==> config.mk <==
export PLATFORM = sky130hd
export DESIGN_NAME = mqtt_fixed_header_framer_core_flat
export DESIGN_NICKNAME = d
export VERILOG_FILES = /design/src/mfh_pkg.sv /design/src/mfh_if.sv /design/src/mfh_step.sv /design/src/mqtt_fixed_header_framer_core.sv /design/src/flat_wrapper.sv
export SDC_FILE = /design/constraint.sdc
export NUM_CORES = 1
export LEC_CHECK = 0
export BUFFER_PORTS_ARGS = -buffer_cell sky130_fd_sc_hd__buf_2
export CAP_MARGIN = 20
export CORE_ASPECT_RATIO = 1.25
export CORE_UTILIZATION = 50
export DETAILED_ROUTE_END_ITERATION = 8
export PLACE_DENSITY = 0.68
export SLEW_MARGIN = 10
export SYNTH_ARGS = -nofsm -noshare
export SYNTH_HDL_FRONTEND = slang
export SYNTH_SLANG_ARGS = --single-unit
==> constraint.sdc <==
create_clock -name i_clk -period 4.6 [get_ports i_clk]
set_input_delay 0.69 -clock i_clk [delete_from_list [all_inputs] [get_ports i_clk]]
set_output_delay 0.69 -clock i_clk [all_outputs]
set_load 0.01 [all_outputs]
==> src/mfh_pkg.sv <==
// shared types and constants for the mqtt fixed header framer
`timescale 1ns / 1ps

package mfh_pkg;

    localparam int unsigned LEN_W         = 28;
    localparam int unsigned BYTE_W        = 8;
    localparam int unsigned GROUP_W       = 7;
    localparam int unsigned CNT_W         = 3;
    localparam int unsigned MAX_LEN_BYTES = 4;

    typedef enum logic [1:0] {
        PH_IDLE    = 2'd0,
        PH_LEN     = 2'd1,
        PH_PAYLOAD = 2'd2
    } t_phase;

    typedef enum logic [1:0] {
        KIND_TYPE    = 2'd0,
        KIND_LEN     = 2'd1,
        KIND_PAYLOAD = 2'd2
    } t_kind;

    // framer state carried from one word to the next
    typedef struct packed {
        t_phase             phase;
        logic [LEN_W-1:0]   accum;
        logic [CNT_W-1:0]   count;
        logic [LEN_W-1:0]   left;
    } t_state;

    // one tagged output word
    typedef struct packed {
        logic [BYTE_W-1:0]  out_byte;
        t_kind              byte_kind;
        logic               frame_last;
        logic [LEN_W-1:0]   remaining_length;
        logic               malformed;
    } t_result;

    localparam t_state STATE_RESET = '{
        phase: PH_IDLE,
        accum: '0,
        count: '0,
        left:  '0
    };

endpackage

==> src/mfh_if.sv <==
// valid/ready channels for incoming bytes and tagged result words
`timescale 1ns / 1ps

interface mfh_byte_if
    import mfh_pkg::*;
();
    logic              valid;
    logic              ready;
    logic [BYTE_W-1:0] in_byte;

    modport source (output valid, output in_byte, input ready);
    modport sink   (input valid, input in_byte, output ready);
endinterface

interface mfh_res_if
    import mfh_pkg::*;
();
    logic              valid;
    logic              ready;
    logic [BYTE_W-1:0] out_byte;
    logic [1:0]        byte_kind;
    logic              frame_last;
    logic [LEN_W-1:0]  remaining_length;
    logic              malformed;

    modport source (output valid, output out_byte, output byte_kind, output frame_last,
                    output remaining_length, output malformed, input ready);
    modport sink   (input valid, input out_byte, input byte_kind, input frame_last,
                    input remaining_length, input malformed, output ready);
endinterface

==> src/mfh_step.sv <==
// next-state and result logic for one received byte
`timescale 1ns / 1ps

module mfh_step
    import mfh_pkg::*;
(
    input  t_state            i_state,
    input  logic [BYTE_W-1:0] i_byte,
    output t_state            o_state,
    output t_result           o_res
);

    logic [LEN_W-1:0] group_ext;
    logic [LEN_W-1:0] group_placed;
    logic [LEN_W-1:0] accum_upd;
    logic [LEN_W-1:0] left_dec;

    // place the seven value bits by the number of length bytes seen
    assign group_ext = {{(LEN_W-GROUP_W){1'b0}}, i_byte[GROUP_W-1:0]};

    always_comb begin
        unique case (i_state.count[1:0])
            2'd0:    group_placed = group_ext;
            2'd1:    group_placed = group_ext << GROUP_W;
            2'd2:    group_placed = group_ext << (2*GROUP_W);
            default: group_placed = group_ext << (3*GROUP_W);
        endcase
    end

    assign accum_upd = i_state.accum | group_placed;
    assign left_dec  = i_state.left - LEN_W'(1);

    // phase update and word tagging
    always_comb begin
        o_state                = i_state;
        o_res.out_byte         = i_byte;
        o_res.byte_kind        = KIND_TYPE;
        o_res.frame_last       = 1'b0;
        o_res.remaining_length = '0;
        o_res.malformed        = 1'b0;

        unique case (i_state.phase)
            PH_LEN: begin
                o_res.byte_kind = KIND_LEN;
                if (i_state.count >= CNT_W'(MAX_LEN_BYTES)) begin
                    // fifth length byte: abort the packet
                    o_res.frame_last       = 1'b1;
                    o_res.malformed        = 1'b1;
                    o_res.remaining_length = i_state.accum;
                    o_state.phase          = PH_IDLE;
                    o_state.count          = '0;
                    o_state.left           = '0;
                end else begin
                    o_state.accum = accum_upd;
                    o_state.count = i_state.count + CNT_W'(1);
                    if (!i_byte[BYTE_W-1]) begin
                        if (accum_upd == '0) begin
                            // zero length ends the packet here
                            o_res.frame_last = 1'b1;
                            o_state.phase    = PH_IDLE;
                            o_state.count    = '0;
                            o_state.left     = '0;
                        end else begin
                            o_state.phase = PH_PAYLOAD;
                            o_state.left  = accum_upd;
                        end
                    end
                end
            end
            PH_PAYLOAD: begin
                o_res.byte_kind = KIND_PAYLOAD;
                o_state.left    = left_dec;
                if (left_dec == '0) begin
                    o_res.frame_last       = 1'b1;
                    o_res.remaining_length = i_state.accum;
                    o_state.phase          = PH_IDLE;
                    o_state.count          = '0;
                end
            end
            default: begin
                // packet type byte starts a new length field
                o_state.phase = PH_LEN;
                o_state.accum = '0;
                o_state.count = '0;
                o_state.left  = '0;
            end
        endcase
    end

endmodule

==> src/mqtt_fixed_header_framer_core.sv <==
// An accepted byte's tagged word is held at the output from the cycle after it is accepted.
// Throughput: one byte per cycle unless a held word is not taken; the framer state
// updates in a single pass through the step logic between state and result registers.
// The result register frees up in the same cycle its word is taken.
// Reset (synchronous, active low): idle awaiting a packet type byte,
// length and counts cleared, no word held at the output.
`timescale 1ns / 1ps

module mqtt_fixed_header_framer_core
    import mfh_pkg::*;
(
    input  logic        i_clk,
    input  logic        i_rst_n,
    mfh_byte_if.sink    i_in,
    mfh_res_if.source   o_out
);

    t_state  r_state;
    t_state  n_state;
    t_result r_res;
    t_result n_res;
    logic    r_valid;
    logic    accept;

    // input taken whenever the result register is empty or draining
    assign i_in.ready = !r_valid || o_out.ready;
    assign accept     = i_in.valid && i_in.ready;

    mfh_step u_step (
        .i_state (r_state),
        .i_byte  (i_in.in_byte),
        .o_state (n_state),
        .o_res   (n_res)
    );

    // framer state and output word valid
    always_ff @(posedge i_clk) begin
        if (!i_rst_n) begin
            r_state <= STATE_RESET;
            r_valid <= 1'b0;
        end else begin
            if (accept) begin
                r_state <= n_state;
                r_valid <= 1'b1;
            end else if (o_out.ready) begin
                r_valid <= 1'b0;
            end
        end
    end

    // result word
    always_ff @(posedge i_clk) begin
        if (accept) begin
            r_res <= n_res;
        end
    end

    // output drive
    assign o_out.valid            = r_valid;
    assign o_out.out_byte         = r_res.out_byte;
    assign o_out.byte_kind        = r_res.byte_kind;
    assign o_out.frame_last       = r_res.frame_last;
    assign o_out.remaining_length = r_res.remaining_length;
    assign o_out.malformed        = r_res.malformed;

    // checks
    a_malformed_is_last: assert property (@(posedge i_clk) disable iff (!i_rst_n)
        (o_out.valid && o_out.malformed) |-> (o_out.frame_last &&
            (o_out.byte_kind == KIND_LEN)))
        else $error("malformed word without last mark");

    a_type_not_last: assert property (@(posedge i_clk) disable iff (!i_rst_n)
        (o_out.valid && (o_out.byte_kind == KIND_TYPE)) |-> !o_out.frame_last)
        else $error("type byte marked last");

    a_type_starts_len: assert property (@(posedge i_clk) disable iff (!i_rst_n)
        (accept && (r_state.phase != PH_LEN) && (r_state.phase != PH_PAYLOAD))
            |=> (r_state.phase == PH_LEN) && (r_state.count == '0))
        else $error("type byte did not open length field");

    a_count_bound: assert property (@(posedge i_clk) disable iff (!i_rst_n)
        r_state.count <= CNT_W'(MAX_LEN_BYTES))
        else $error("length byte count overran");

    a_len_zero_unless_last: assert property (@(posedge i_clk) disable iff (!i_rst_n)
        (o_out.valid && !o_out.frame_last) |-> (o_out.remaining_length == '0))
        else $error("length shown on a word that is not last");

endmodule

==> src/flat_wrapper.sv <==
// flat-port wrapper written by rule: the top's interface ports become plain ports
module mqtt_fixed_header_framer_core_flat import mfh_pkg::*;
  (i_clk, i_rst_n, i_in_valid, i_in_in_byte, i_in_ready, o_out_valid, o_out_out_byte, o_out_byte_kind, o_out_frame_last, o_out_remaining_length, o_out_malformed, o_out_ready);
  mfh_byte_if i_in_i ();
  mfh_res_if o_out_i ();
  input  logic i_clk;
  input  logic i_rst_n;
  input wire logic [$bits(i_in_i.valid)-1:0] i_in_valid;
  input wire logic [$bits(i_in_i.in_byte)-1:0] i_in_in_byte;
  output wire logic [$bits(i_in_i.ready)-1:0] i_in_ready;
  output wire logic [$bits(o_out_i.valid)-1:0] o_out_valid;
  output wire logic [$bits(o_out_i.out_byte)-1:0] o_out_out_byte;
  output wire logic [$bits(o_out_i.byte_kind)-1:0] o_out_byte_kind;
  output wire logic [$bits(o_out_i.frame_last)-1:0] o_out_frame_last;
  output wire logic [$bits(o_out_i.remaining_length)-1:0] o_out_remaining_length;
  output wire logic [$bits(o_out_i.malformed)-1:0] o_out_malformed;
  input wire logic [$bits(o_out_i.ready)-1:0] o_out_ready;
  assign i_in_i.valid = i_in_valid;
  assign i_in_i.in_byte = i_in_in_byte;
  assign i_in_ready = i_in_i.ready;
  assign o_out_valid = o_out_i.valid;
  assign o_out_out_byte = o_out_i.out_byte;
  assign o_out_byte_kind = o_out_i.byte_kind;
  assign o_out_frame_last = o_out_i.frame_last;
  assign o_out_remaining_length = o_out_i.remaining_length;
  assign o_out_malformed = o_out_i.malformed;
  assign o_out_i.ready = o_out_ready;
  mqtt_fixed_header_framer_core u_core (.i_clk(i_clk), .i_rst_n(i_rst_n), .i_in(i_in_i), .o_out(o_out_i));
endmodule
### Word-level counts from Yosys, hierarchy flattened

Index checks and enable logic that the tools add are counted.

| operators by class | value |
|---|---|
| add/sub/neg operators | 2 |
| equality and inequality tests | 7 |
| bitwise gates (word level) | 2 |
| magnitude comparators | 1 |
| reduce and logical (&&, ||, !) cells | 11 |
| mux-type cells | 22 |

Operators with widths:

| operator | number |
|---|---|
| $pmux 31 s2 | 2 |
| $pmux 28 s3 | 1 |
| $mux 31 | 2 |
| $mux 29 | 2 |
| $logic_not 28->1 | 2 |
| $mux 28 | 2 |
| $pmux 28 s2 | 1 |
| $or 28x28->28 | 1 |
| $sub 28x1->28 const B | 1 |
| $mux 2 | 4 |
| $mux 3 | 2 |
| $reduce_and 3->1 | 2 |
| $mux 1 | 5 |
| $eq 2x1->1 const B | 2 |
| $eq 2x2->1 const B | 2 |
| $ne 2x2->1 const B | 2 |
| $pmux 2 s2 | 1 |
| $reduce_and 2->1 | 2 |
| $add 3x1->3 const B | 1 |
| $ge 3x3->1 const B | 1 |
| $ne 3x3->1 const B | 1 |
| $logic_not 2->1 | 1 |
| $reduce_bool 2->1 | 1 |
| $logic_and 1x1->1 | 1 |
| 3 further kinds | 3 |

| storage, ports and cells | value |
|---|---|
| word-level logic and storage cells | 55 |
| input port bits | 12 |
| bits in registers | 102 |
| output and inout port bits | 42 |

### Longest topological paths before layout

Gate-level depths: netlist of run 1.

| depth | value |
|---|---|
| word-level depth | 8 |
| gate-level depth with buffers | 11 |
| gate-level depth less buffers | 9 |

### Modules after synthesis

Synthesis of run 1 repeated with hierarchy kept, for this count alone.

| unflattened totals | value |
|---|---|
| cell total of the unflattened synthesis | 725 |
| area total of the unflattened synthesis | 6,259.8 um2 |

By module, submodules not included:

| module | cells each | seq. area each (um2) | times used | area each (um2) |
|---|---|---|---|---|
| mqtt_fixed_header_framer_core | 310 | 2,442.3 | 1 | 3,749.8 |
| mfh_step | 415 | 0.0 | 1 | 2,509.9 |

### Worst setup path after synthesis of run 1

Ideal clock, no wire load.

| timing path | value |
|---|---|
| kind | flip-flop to flip-flop |
| start | register u_core.r_state[7] (netlist bit) |
| end | register u_core.r_res, in the netlist u_core.o_out.remaining_length[13] (data pin) |
| clock period less this slack | 2.715 ns |
| arrival time | 2.584 ns |
| path buffers | 1 |
| slack | 1.885 ns |
| data required time | 4.469 ns |
| library setup time | 0.131 ns |
| stages on the path, launching flop included | 9 |
| cells stage by stage | dfxtp_1 or4_4 or4_4 o31a_1 nor4_2 nand4_1 a21oi_4 buf_6 and2_1 |

RTL lines:

| element | RTL line | source |
|---|---|---|
| start, declared | mqtt_fixed_header_framer_core.sv:18 | `t_state r_state;` |
| start signal, assigned | mqtt_fixed_header_framer_core.sv:43 | `r_state <= n_state;` |
| end signal, assigned | mqtt_fixed_header_framer_core.sv:54 | `r_res <= n_res;` |
| end, declared | mqtt_fixed_header_framer_core.sv:20 | `t_result r_res;` |

==> results of run 1 <==
[how the worst min path moves through the flow]
| stage | endpoint | slack [ps] | cells past startpoint |
|---|---|---|---|
| after floorplan | u_core.r_state[43] | 450 | 2 |
| after global placement | u_core.r_state[60] | 460 | 2 |
| after detailed placement | u_core.r_state[26] | 480 | 1 |
| after CTS | u_core.r_state[59] | 500 | 2 |
| after global routing | u_core.r_state[60] | 510 | 2 |
| final | u_core.r_state[59] | 490 | 2 |
[critical path: stages (launching register included)]
cell and delay, ps:
dfxtp_1 380, inv_1 90, ha_1 240, nor3b_1 390, nand2_1 280, o31a_1 390
nor4_2 300, nand4_1 220, a21oi_4 520, and2_1 230
[registers in the layout, summed over array words and instances (netlist names)]
signal,count
u_core.o_out.frame_last,1
u_core.r_state,61
u_core.o_out.byte_kind,2
u_core.o_out.out_byte,8
u_core.o_out.valid,1
u_core.o_out.remaining_length,28
u_core.o_out.malformed,1
[kinds of logic (layout without fill, tap and decap cells)]
kind of cell,count (synthesis),after routing,share of synthesized area (%)
muxes,5,5,1.07
and+or+nand+nor,193,193,21.6
AOI/OAI and AO/OA,134,134,17.3
DFF,102,102,52.4
xor gates and xnor gates,8,8,1.50
buffers and inverters,41,81,3.62
adders and majority gates,9,9,2.42
[cells in the final DEF, fill, tap and decap left out, drive strengths merged, types with 2 or more instances in the layout]
cell type / netlist / routed
nand4b: 2 / 2
buf: 3 / 56
o221ai: 15 / 15
mux2i: 5 / 5
nor4: 18 / 18
a22oi: 5 / 5
and2: 34 / 34
a21oi: 65 / 65
nand2b: 3 / 3
clkinvlp: 0 / 2
clkbuf: 29 / 9
nor2b: 5 / 5
o31a: 5 / 5
nand3: 8 / 8
ha: 9 / 9
or3: 3 / 3
xnor2: 7 / 7
o31ai: 3 / 3
inv: 9 / 12
dfxtp: 62 / 62
edfxtp: 40 / 40
nor2: 50 / 50
o21ai: 31 / 31
nand2: 37 / 37
or2: 2 / 2
nor3: 12 / 12
o211ai: 2 / 2
nor3b: 3 / 3
nand4: 5 / 5
clkinv: 0 / 2
nor4b: 2 / 2
or4: 4 / 4
a31oi: 2 / 2
[report_power, final]
part | switching [W] | internal, W
registers | 0.0000120 | 0.000963
clock network | 0.000358 | 0.000380
logic | 0.000118 | 0.0000602
[cell type report]
type / instances / share of cell area (%)
Sequential cell: 102 / 46.4
Tap cell: 123 / 2.92
Clock inverter: 7 / 1.31
Clock buffer: 9 / 4.28
Multi-Input combinational cell: 349 / 39.0
Inverter: 9 / 0.641
Timing Repair Buffer: 56 / 5.46
[through the flow]
| step | instances | power [W] |
|---|---|---|
| floorplan | 492 | 0.00112 |
| global placement | 639 | 0.00117 |
| detailed placement | 639 | 0.00117 |
| CTS | 655 | 0.00190 |
| global route | 655 | 0.00196 |
| finish | 655 | 0.00189 |
[layer usage]
metal | up-vias | track usage (%) | share of wire [%]
li1 | 1864 | - | -
met2 | 147 | 40.7 | 50
met3 | 26 | 3.08 | 4.7
met1 | 1799 | 29.7 | 42
met5 | - | 0 | 0
met4 | 0 | 13.8 | 3.0
[cell usage after synthesis, drive strengths merged (3+ instances only)]
cell type / number / share of area, %
a21oi: 65 / 7.2
dfxtp: 62 / 27
nor2: 50 / 4.0
edfxtp: 40 / 26
nand2: 37 / 3.0
and2: 34 / 4.6
o21ai: 31 / 3.3
clkbuf: 29 / 2.3
nor4: 18 / 2.6
o221ai: 15 / 2.8
nor3: 12 / 1.3
ha: 9 / 2.4
inv: 9 / 0.72
nand3: 8 / 0.86
xnor2: 7 / 1.3
a22oi: 5 / 0.81
mux2i: 5 / 1.1
nand4: 5 / 0.67
nor2b: 5 / 0.67
o31a: 5 / 0.94
or4: 4 / 0.81
buf: 3 / 0.56
nand2b: 3 / 0.40
nor3b: 3 / 0.48
o31ai: 3 / 0.48
or3: 3 / 0.40
==> metrics.txt, run 1 <==
Setup WS post-layout 1420 ps; Syn Nets 513; placement-stage worst setup slack 1460 ps; I/O Pins 54; site row count 39; Synth Register Bits 102; Slew Viols, Final 0; global placement routability congestion 0.931; FF-to-FF Start u_core.r_state[0]; Hold Crit Start u_core.r_state[59]; die width 88.4 um; Placement Cell Area 4970 um2; Worst Tran Pin Value 1020 ps; Worst setup endpoint u_core.o_out.remaining_length[0]; average routed wire per standard cell 16.8 um; n_diodes 0; register area 2440 um2; Worst EP required 4820 ps; synthesis-to-finish area growth 13.0%; register area share after synthesis 52.4%; hold crit path type reg -> reg; Die ar. 9710 um2; layout cells sized above 1 15.0%; Core Area 9080 um2; number of max-cap violations 0; NumNets Final 548; Max clock buf depth 2; Worst setup EP type flop; initial antenna violation count 0; Finished Cell Area 5270 um2; Post-CTS Setup Repair Bufs 0; R2R setup slack 1420 ps; EDFF count, synth 40; launch point of the critical path u_core.r_state[0]; clock-pin slew on the worst setup and hold paths 70 ps; Startpoint Class flop; Overflow after GRT 0; CTS tree done; worst vdd ir 0.184 mV; via count 3,836; R2R Path End u_core.o_out.remaining_length[0]; Yosys Warn Count 0; CTS Buf Count 9; detailed-route wire length 11.0 mm; vias in the first global route 3,581; antenna viol nets, final 0; via/cell ratio 5.86; Worst Hold Slack 488 ps; Avg Cell Area, Syn 9.47 um2; Final setup viols 0; Final Skew 8.44 ps; final hold vios 0; Setup CP Type reg -> reg; cts repair resizes 0; CTS H-tree depth 3; Worst-Skew Late Latency 350 ps; final core occ 58.0%; DRC Markers 0; Max Clock Freq 314 MHz; Async SR Flop Fraction 0%; Yosys cell types 48; P_leak 2.01 nW; largest net degree at the start of global routing 41; total global routing track utilization 24.2%; IO Port Bufs 53; CTS root buf clkbuf_16; CP arrival 3400 ps; dpl hpwl 7.81 mm; PwrDens 359 nW/um2; status finished, final reports clean; first-pass GRT wire length 17.5 mm; Syn Inst Count 492; crit-path max FO 28; Pre-antenna DRT Iters 5; die span in y 110 um; Post-synth top flop dfxtp_1; TNS Setup 0 ps; RSZ-0062 raised after global routing false; fin crit period 3180 ps; Fill cells 805; clk sinks 102; DRT iter0 DRCs 252; Rel. slew slack 31.9%; Multi-input gate area 2050 um2; Tcrit/Tclk final 69.2%; Syn Std Cell Area 4660 um2; Worst Reg-to-Reg Cells 9; Hold-fix buffers, CTS 0; initial core utilization 51.4%
No activity file was read; power rests on OpenSTA's default activity.
==> inputs of run 2 (changes only) <==
- PLACE_DENSITY: 0.68 -> 0.71
- clock period: 4.6 -> 2.9 ns (I/O delays scaled with it)
==> metrics.txt, run 2 (synthesis results as in run 1) <==
status finished, final reports clean; Startpoint Class flop; delay-heaviest family, CP simple AND/OR/NAND/NOR gates; Hold-fix buffers, CTS 0 (unchanged); Finished Cell Area 5410 um2 (+2.8%); vias in the first global route 3,394 (-5.2%); Clk pwr share 39.2% (+0.2 points); site row count 39 (unchanged); Sw Pwr 0.000726 W (+49%); worst vdd ir 0.274 mV (+49%); n_diodes 0 (unchanged); Core Area 9080 um2 (unchanged); Max Clock Freq 354 MHz (+13%); clock-pin slew on the worst setup and hold paths 70 ps (about the same); placement-stage worst setup slack 36.6 ps (-1430 ps); via count 3,888 (+1.4%); P_leak 2.10 nW (+4.5%); crit path cell chain or4_4, or4_4, o31a_1, nor4_2, nand3_1, a21oi_1, mux2i_1; Worst-Skew Late Latency 340 ps (about the same); met1 wire length 4.89 mm (+4.8%); NumNets Final 566 (+3.3%); detailed-route wire length 11.1 mm (+1.1%); Die ar. 9710 um2 (unchanged); Cell Int Power 0.00231 W (+64%); R2R setup slack 70 ps (-1340 ps); number of max-cap violations 0 (unchanged); RSZ-0062 raised after global routing true; DRT iter0 DRCs 192 (-24%); Setup CP Type reg -> reg; Net Sw Frac 23.9% (-1.9 points); Worst EP required 3170 ps (-1650 ps); Post-CTS Setup Repair Bufs 0 (unchanged); Final setup viols 0 (unchanged); Top Metal Used met4; Final Skew 7.37 ps (-1.07 ps); CP max-delay cell or4_4; Worst Tran Pin Value 706 ps (-312 ps); DRC Markers 0 (unchanged); Max clock buf depth 2 (unchanged); Overflow after GRT 0 (unchanged); max reg flops 61 (unchanged); Tcrit/Tclk final 97.5% (+28 points); die span in y 110 um (unchanged); first-pass GRT wire length 17.3 mm (-1.5%); worst hold path depth 1 (-1); CTS H-tree depth 3 (unchanged); final hold vios 0 (unchanged); Comb power frac 9.8% (+0.4 points); dpl hpwl 7.95 mm (+1.8%); fin crit period 2830 ps (-358 ps); Flop pwr share 51.0% (-0.6 points); final core occ 59.6% (+1.6 points); met2 routed WL 5.45 mm (-0.66%); CTS tree done; layout cells sized above 1 17.6% (+2.6 points); Hold EP u_core.o_out.out_byte[7]; Slew Viols, Final 0 (unchanged); CTS root buf clkbuf_16; Worst Reg-to-Reg Cells 7 (-2); average routed wire per standard cell 16.5 um (-1.6%); I/O Pins 54 (unchanged); via/cell ratio 5.78 (-1.4%); most used cell, CP or4_4; clk sinks 102 (unchanged); CP max stage delay 520 ps (about the same); synthesis-to-finish area growth 16.1%; Placement Cell Area 5120 um2 (+3.0%); initial antenna violation count 0 (unchanged); crit-path max FO 5 (-82%); total global routing track utilization 23.8% (-0.38 points); Total Power 0.00303 W (+60%); Hold Crit Start i_in_in_byte[7]; Setup WS post-layout 73.5 ps (-1340 ps); Pre-antenna DRT Iters 5 (unchanged); die width 88.4 um (unchanged); Worst Path Buf+Inv 0 (-1); Rel. slew slack 52.5% (+21 points); Reg with most FFs u_core.r_state; Worst setup EP type flop; metal3 WL 521 um (+0.77%); global placement routability congestion 0.904 (-2.9%); IO Port Bufs 53 (unchanged); most frequent cells in the layout a21oi_1 (64), dfxtp_1 (61), buf_2 (53); initial core utilization 51.4% (unchanged); CTS Buf Count 9 (unchanged); hold crit path type in -> reg; antenna viol nets, final 0 (unchanged); FF-to-FF Start u_core.r_state[8]; PwrDens 560 nW/um2 (+56%); CP arrival 3090 ps (-310 ps); most common cell after layout, fill and taps aside a21oi_1; R2R Path End u_core.r_state[29]; largest net degree at the start of global routing 41 (unchanged)
run 2: stage by stage:
stage / hold slack, ps / TNS, ps / std cells
4_1_cts: 307 / 0 / 673
2_1_floorplan: 451 / 0 / 492
5_1_grt: 304 / -129 / 673
3_5_place_dp: 475 / 0 / 657
6_report: 316 / 0 / 673
3_3_place_gp: 466 / 0 / 657
run 2: what timing repair did:
action                     in CTS  in global routing
setup endpoints to repair       0                 30
hold endpoints to repair        0                  0
gates resized for setup         0                  1
run 2: cell type report:
cell class	count	area (um2)
clock inverter	5	58.8
fill	800	3660
sequential	102	2440
tap	123	154
multi-input combinational	349	2050
timing repair buffer	74	435
inverter	9	33.8
clock buffer	11	233
run 2: worst max-delay path by stage:
stage,startpoint,endpoint,slack [ps],depth (start not counted)
after floorplan,u_core.r_state[7],u_core.o_out.remaining_length[19],190,8
after global placement,u_core.r_state[8],u_core.o_out.remaining_length[6],80,8
after detailed placement,u_core.r_state[8],u_core.o_out.remaining_length[19],40,8
after CTS,u_core.r_state[8],u_core.o_out.remaining_length[19],4,8
after global routing,u_core.r_state[8],u_core.o_out.remaining_length[15],-20,8
final,u_core.r_state[8],u_core.r_state[29],70,7
run 2: per-layer routing:
metal  vias to the layer above  GRT usage (%)
met5                         -              0
met3                        22           5.63
met4                         0           9.10
met1                      1822           30.3
met2                       145           39.1
li1                       1899              -
run 2: power by group through the flow:
| stage | clock [W] | combinational (W) | sequential, W |
|---|---|---|---|
| 6_report | 0.00119 | 0.000297 | 0.00155 |
| 5_1_grt | 0.00127 | 0.000325 | 0.00155 |
| 4_1_cts | 0.00120 | 0.000294 | 0.00155 |
| 3_5_place_dp | 0 | 0.000293 | 0.00158 |
| 3_3_place_gp | 0 | 0.000288 | 0.00158 |
| 2_1_floorplan | 0 | 0.000177 | 0.00159 |
==> inputs of run 3 (changes only) <==
- BUFFER_PORTS_ARGS: -buffer_cell sky130_fd_sc_hd__buf_2 -> -buffer_cell sky130_fd_sc_hd__clkbuf_2
==> metrics.txt, run 3 (synthesis results as in run 1) <==
I/O Pins 54 (unchanged); Hold-fix buffers, CTS 0 (unchanged); Rel. slew slack 53.5% (+0.91 points); hold crit path type in -> reg; Hold Crit Start i_in_in_byte[7]; PwrDens 559 nW/um2 (-0.22%); status finished, final reports clean; most frequent cells in the layout a21oi_1 (64), dfxtp_1 (60), clkbuf_2 (53); Worst-Skew Late Latency 350 ps (about the same); worst hold path depth 1 (unchanged); Slew Viols, Final 0 (unchanged); fin crit period 2840 ps (+14.7 ps); Worst EP required 3120 ps (-50 ps); max reg flops 61 (unchanged); number of max-cap violations 0 (unchanged); Worst Tran Pin Value 693 ps (-13.6 ps); Max clock buf depth 2 (unchanged); CTS Buf Count 9 (unchanged); Final setup viols 0 (unchanged); worst vdd ir 0.279 mV (+1.8%); placement-stage worst setup slack 39.8 ps (+3.18 ps); Fill cells 769 (-3.9%); via/cell ratio 5.83 (+0.97%); Placement Cell Area 5110 um2 (-0.15%); launch point of the critical path u_core.r_state[8]; Post-CTS Setup Repair Bufs 0 (unchanged); initial antenna violation count 0 (unchanged); Worst Reg-to-Reg Cells 8 (+1); delay-heaviest family, CP simple AND/OR/NAND/NOR gates; Die ar. 9710 um2 (unchanged); detailed-route wire length 11.0 mm (-1.1%); Pre-antenna DRT Iters 5 (unchanged); global placement routability congestion 0.894 (-1.1%); IO Port Bufs 53 (unchanged); P_leak 2.09 nW (-0.56%); die width 88.4 um (unchanged); Reg with most FFs u_core.r_state; DRT iter0 DRCs 249 (+30%); dpl hpwl 7.90 mm (-0.61%); clk sinks 102 (unchanged); total global routing track utilization 24.0% (+0.18 points); Max Clock Freq 352 MHz (-0.52%); RSZ-0062 raised after global routing true; synthesis-to-finish area growth 16.3%; n_diodes 0 (unchanged); Setup WS post-layout 58.7 ps (-14.7 ps); via count 3,920 (+0.82%); Multi-input gate area 2070 um2 (+0.79%); R2R Path End u_core.o_out.remaining_length[1]; CP arrival 3060 ps (-30 ps); CTS H-tree depth 3 (unchanged); crit-path max FO 28 (+23); Worst Path Buf+Inv 1 (+1); Worst setup EP type flop; NumNets Final 565 (-0.18%); antenna viol nets, final 0 (unchanged); first-pass GRT wire length 17.6 mm (+1.8%); clock-pin slew on the worst setup and hold paths 70 ps (about the same); site row count 39 (unchanged); average routed wire per standard cell 16.4 um (-0.97%); Startpoint Class flop; most common cell after layout, fill and taps aside a21oi_1; vias in the first global route 3,488 (+2.8%); DRC Markers 0 (unchanged); Finished Cell Area 5420 um2 (+0.16%); R2R setup slack 60 ps (about the same); CTS tree done; most used cell, CP or4_4; CP max-delay cell or4_4; Core Area 9080 um2 (unchanged); largest net degree at the start of global routing 41 (unchanged); Tcrit/Tclk final 98.0% (+0.51 points); CTS root buf clkbuf_16; Hold EP u_core.o_out.out_byte[7]; CP max stage delay 520 ps (about the same); cts repair resizes 0 (unchanged); initial core utilization 51.4% (unchanged); layout cells sized above 1 18.6% (+0.94 points); die span in y 110 um (unchanged); final hold vios 0 (unchanged); Overflow after GRT 0 (unchanged); Final Skew 9.83 ps (+2.46 ps); Setup CP Type reg -> reg; crit path cell chain or4_4, or4_4, o31a_1, nor4_2, nand4_1, a21oi_4, buf_12, and2_1; FF-to-FF Start u_core.r_state[8]; register area 2440 um2 (about the same)
[run 3: cell types whose count changed in the layout (fill, tap and decap cells not counted), sizes merged]
cell      previous run  this run
clkinvlp             2         3
bufinv               1         0
clkinv               1         0
inv                 10        13
clkbuf              11        62
buf                 74        20
[run 3: worst max-delay path by stage]
stage	to	slack [ps]	cells past startpoint
global placement	u_core.o_out.remaining_length[6]	100	8
CTS	u_core.o_out.remaining_length[5]	20	8
finish	u_core.o_out.remaining_length[1]	60	8
global route	u_core.o_out.remaining_length[3]	-40	8
floorplan	u_core.o_out.remaining_length[19]	190	8
detailed placement	u_core.o_out.remaining_length[5]	40	8
[run 3: power breakdown]
part	total [W]	leakage, nW	internal [W]	switching, W
clock network	0.00119	0.134	0.000604	0.000583
registers	0.00155	0.904	0.00153	0.0000198
logic	0.000296	1.05	0.000107	0.000189
total	0.00303	2.09	0.00224	0.000792
[run 3: layer usage]
layer / routed length (um) / GRT usage (%) / vias to the layer above
met3: 556 / 4.58 / 29
met1: 4790 / 30.9 / 1836
met2: 5340 / 39.2 / 154
met4: 313 / 10.3 / 0
met5: 0 / 0 / -
li1: - / - / 1901
[run 3: final cells by class]
class / count / area share, %
Timing Repair Buffer: 73 / 7.89
Clock buffer: 9 / 4.15
Sequential cell: 102 / 45.1
Tap cell: 123 / 2.84
Inverter: 9 / 0.623
Multi-Input combinational cell: 349 / 38.2
Clock inverter: 7 / 1.20
[run 3: through the flow]
stage               util [%]  total power (W)  hold slack (ps)  cells  TNS, ps
floorplan                  -          0.00177              451    492        0
global placement        56.3          0.00187              466    656        0
detailed placement      56.3          0.00187              478    656        0
CTS                     59.5          0.00302              306    672        0
global route            59.7          0.00312              312    672     -589
finish                  59.7          0.00303              304    672        0
